## src/hw/rtl/cte_ram.sv

```systemverilog
// Generic single-write, single-read RAM with a registered read port.
// Depends on nothing.
`default_nettype none

module cte_ram #(
    parameter int WIDTH = 8,
    parameter int DEPTH = 256
) (
    input  logic                     clk,
    input  logic                     we,
    input  logic [$clog2(DEPTH)-1:0] waddr,
    input  logic [WIDTH-1:0]         wdata,
    input  logic                     re,
    input  logic [$clog2(DEPTH)-1:0] raddr,
    output logic [WIDTH-1:0]         rdata
);

    logic [WIDTH-1:0] mem_reg [DEPTH];
    logic [WIDTH-1:0] rdata_reg;

    always_ff @(posedge clk)
    begin
        if (we)
        begin
            mem_reg[waddr] <= wdata;
        end
        if (re)
        begin
            rdata_reg <= mem_reg[raddr];
        end
    end

    assign rdata = rdata_reg;

endmodule

`default_nettype wire

```

## config.mk

```make
export PLATFORM = sky130hd
export DESIGN_NAME = cte_ram
export DESIGN_NICKNAME = d
export VERILOG_FILES = /design/src/hw/rtl/cte_ram.sv
export SDC_FILE = /design/constraint.sdc
export NUM_CORES = 2
export LEC_CHECK = 0
export BUFFER_PORTS_ARGS = -buffer_cell sky130_fd_sc_hd__buf_4
export CORE_MARGIN = 2
export CORE_UTILIZATION = 57
export DETAILED_ROUTE_END_ITERATION = 10
export GPL_TIMING_DRIVEN = 1
export PLACE_DENSITY = 0.76
export SYNTH_ARGS = -nofsm -noshare
export SYNTH_HDL_FRONTEND = slang
export SYNTH_SLANG_ARGS = --single-unit
```

## constraint.sdc

```tcl
create_clock -name clk -period 2.4 [get_ports clk]
set_input_delay 0.36 -clock clk [delete_from_list [all_inputs] [get_ports clk]]
set_output_delay 0.36 -clock clk [all_outputs]
set_load 0.005 [all_outputs]
```

==> summary.md <==
| Metric | Value |
|---|---|
| Result of the run | complete, but fails checks |
| Failing checks | setup timing |
| Leakage component of the power | between 0.03 and 0.04 uW |
| Minimum setup slack in the final design | -0.0295 ns |
| Minimum clock period after layout | 2.43 ns |
| Crit-path max FO | 1 |
| Pre-Repair DR Iteration Count | 5 |
| Endpoint with the worst hold slack | mem_reg[240][0] |
| Buffers inserted by post-CTS timing repair | 0 |
| Maximum frequency from static timing analysis | 412 MHz |
| Number of max-slew violations in the final report | 0 |
| Tot GR Track Use | 28.8% |
| Vias | 42,500 |
| Count of port buffers added during placement | 34 |
| Layout Area Growth over Synthesis | 18.0% |
| Worst ir drop on vdd | 0.895 mV |
| Flip-flop and latch count after synthesis | 2,056 |
| First-pass GRT wire length | 294 mm |
| Tcrit/Tclk final | 101% |
| Largest area contributor in the netlist | sky130_fd_sc_hd__edfxtp_1 |
| Maximum level of the CTS H-tree | 4 |
| Post-synthesis cell count | between 3,000 and 4,000 |
| Post-DR wirelength/cell | about 31 um |
| Maximum number of pins on one net before global-route repair | approximately 130 |
| Residual DRC count | 0 |
| Estimated wirelength of the detail-placed design | 126 mm |
| Iter 0 DRT Violations | 6,069 |
| Post-CTS clock slew at the launch and capture registers of the worst setup and hold paths | 0.06 ns |
| Share of final-layout standard cells stronger than drive strength 1 | 33.2% |
| Number of enable-type register cells in the synthesized netlist | 2,056 |
| Initial antenna violation count | 7 |
| Most common library cell in the layout ignoring fill and taps | sky130_fd_sc_hd__edfxtp_1 |
| YS warnings | 0 |
| Normalized max-slew margin | 48.6% |
| CTS root buf | sky130_fd_sc_hd__clkbuf_16 |
| MaxCap Viol Count | 0 |
| Fillers | 8,172 |
| Ys flop type | sky130_fd_sc_hd__edfxtp_1 |
| Final ANT Viol Nets | 0 |
| Placed inst area | ~87,000 um^2 |
| Transition time at the pin with the least slew margin | 0.771 ns |
| FF-to-FF End | rdata[6] |
| Critical Path Source | mem_reg[155][6] |
| Proportion of synthesized flip-flops having asynchronous set or reset | 0% |
| Register area share after synthesis | 77.5% |
| Count of boundary I/O pins | 35 |
| WP data arrival | 3.03 ns |
| Via-per-instance ratio | 6.57 |
| Hold Fails Final Rpt | 0 |
| Clock tree from TritonCTS | yes |
| Max FFs per register | approximately 2,000 |
| Worst hold path type | input pin to flip-flop |
| Total overflow reported by the global router | 0 |
| Placer congestion estimate | 0.910 |
| Leading cell types in the layout, fill and taps excluded | sky130_fd_sc_hd__edfxtp_1, sky130_fd_sc_hd__buf_4, sky130_fd_sc_hd__mux4_2 |
| Setup violation total in the final timing report | 1 |
| Critical path data required time | approximately 3 ns |
| Setup slack of the worst register-to-register path | -0.03 ns |
| Insertion delay of the later-clocked pin in the worst-skew pair | 0.85 ns |
| Maximum buffer depth of the clock tree | 3 |
| Count of standard-cell rows | 137 |
| Via count of the first global-routing pass | 42,600 |
| PwrDens | 797 nW/um^2 |
| Pwr Total | between 70,000 and 80,000 uW |
| Starting utilization of the core area | 57.3% |
| Area of the die | approximately 140,000 um^2 |
| Die Wd | 378 um |
| Total Wirelength | roughly 200 mm |
| NumNets Final | 4,449 |
| Post-route design area | 93,900 um^2 |
| Source of the worst hold timing path | wdata[0] |
| Syn avg cell area | 21.3 um^2 |
| Worst-case clock skew | 0.0236 ns |
| Hold Path Cell Cnt | 1 |
| Number of sinks on the clock net | 2,056 |
| Setup CP Type | flip-flop to flip-flop |
| TritonCTS buffer count | 195 |
| Area share of the largest cell type after synthesis | 77.5% |
| Die Ht | about 380 um |
| Depth of the most critical reg-to-reg path | 6 |
| Total core area | 139,000 um^2 |
| Leading post-synthesis cells by cell area | sky130_fd_sc_hd__edfxtp_1, sky130_fd_sc_hd__mux4_2, sky130_fd_sc_hd__mux2i_1 |
| Post-synth net total | 3,760 |
| Sort of element at the start of the critical path | flip-flop |
| Post-synthesis cell type count | 54 |
| Total standard cell area after synthesis | 79,600 um^2 |
| Critical path endpoint category | flip-flop |
| Startpoint of the worst register-to-register path | mem_reg[155][6] |
[cells in the mapped netlist, drive strengths merged, types with 10 or more instances]
library cell / count
a211oi: 16
a21oi: 96
a221oi: 14
a22oi: 133
buf: 122
clkbuf: 111
edfxtp: 2056
mux2i: 134
mux4: 456
nand2: 33
nand3: 34
nand4: 10
nor2: 282
nor2b: 31
nor3: 22
nor4: 27
o211ai: 10
o21ai: 12
o221ai: 47
o22ai: 28
[power breakdown]
group | total, uW | internal [uW] | leakage, uW | switching [uW]
registers | 39700 | 39600 | 0.0185 | 62.4
clock network | 31000 | 17600 | 0.00315 | 13300
logic | 4210 | 1710 | 0.00892 | 2500
[what timing repair did]
| action | 4_1_cts | 5_1_grt |
|---|---|---|
| pin swaps | 12 | 13 |
| hold buffers | 4 | 0 |
| setup endpoints to repair | 8 | 8 |
| gates resized for setup | 38 | 29 |
| endpoints found under the hold margin | 45 | 0 |
[how the worst max path moves through the flow]
| stage | end | slack (ns) | cells past startpoint |
|---|---|---|---|
| finish | rdata[6] | -0.03 | 6 |
| global route | rdata[4] | -0.04 | 7 |
| CTS | rdata[2] | 0.0006 | 7 |
| detailed placement | rdata[7] | -1.08 | 11 |
| global placement | rdata[7] | -1.05 | 11 |
| floorplan | rdata[0] | -0.003 | 9 |
[area by class of cell]
class	instances	area (um^2)	share of cell area [%]
antenna	3	7.51	0.00799
clock buffer	234	5110	5.44
clock inverter	126	1350	1.44
inverter	2	7.51	0.00799
multi-input combinational	1442	16800	17.9
sequential	2056	61700	65.7
tap	1876	2350	2.50
timing repair buffer	725	6550	6.97
[stage by stage]
step,setup slack (ns),utilization (%),TNS [ns],hold slack [ns],std cells
finish,-0.0295,67.6,-0.0295,0.0590,6464
global placement,-1.05,62.6,-7.24,0.688,6100
detailed placement,-1.08,62.6,-7.36,0.698,6100
CTS,0.000594,67.5,0,0.0201,6463
floorplan,-0.00348,-,-0.00696,0.459,3733
global route,-0.0358,67.6,-0.0729,0.0517,6461
[cell families after synthesis]
kind of cell	after synthesis	synth area share [%]
compound gates	385	3.42
buf+inv	235	1.83
flops	2056	77.5
mux	591	14.6
simple gates	466	2.63
[per-layer routing]
metal | routed length (um) | vias to the layer above | part of all wire [%] | GRT usage [%]
li1 | - | 17100 | - | -
met1 | 72200 | 21900 | 36 | 39.6
met2 | 97500 | 3018 | 48 | 45.2
met3 | 22900 | 519 | 11 | 6.23
met4 | 9300 | 10 | 4.6 | 12.6
met5 | 71 | - | 0.035 | 0
[worst max-delay path, cell delays in order (launching register included)]
cell                       delay (ns)
sky130_fd_sc_hd__edfxtp_1        0.38
sky130_fd_sc_hd__mux4_2          0.52
sky130_fd_sc_hd__a22oi_1         0.38
sky130_fd_sc_hd__a21oi_1         0.26
sky130_fd_sc_hd__nor4_2          0.39
sky130_fd_sc_hd__buf_4           0.20
sky130_fd_sc_hd__nor4_2          0.05
Power figures use the tool's default switching activity.
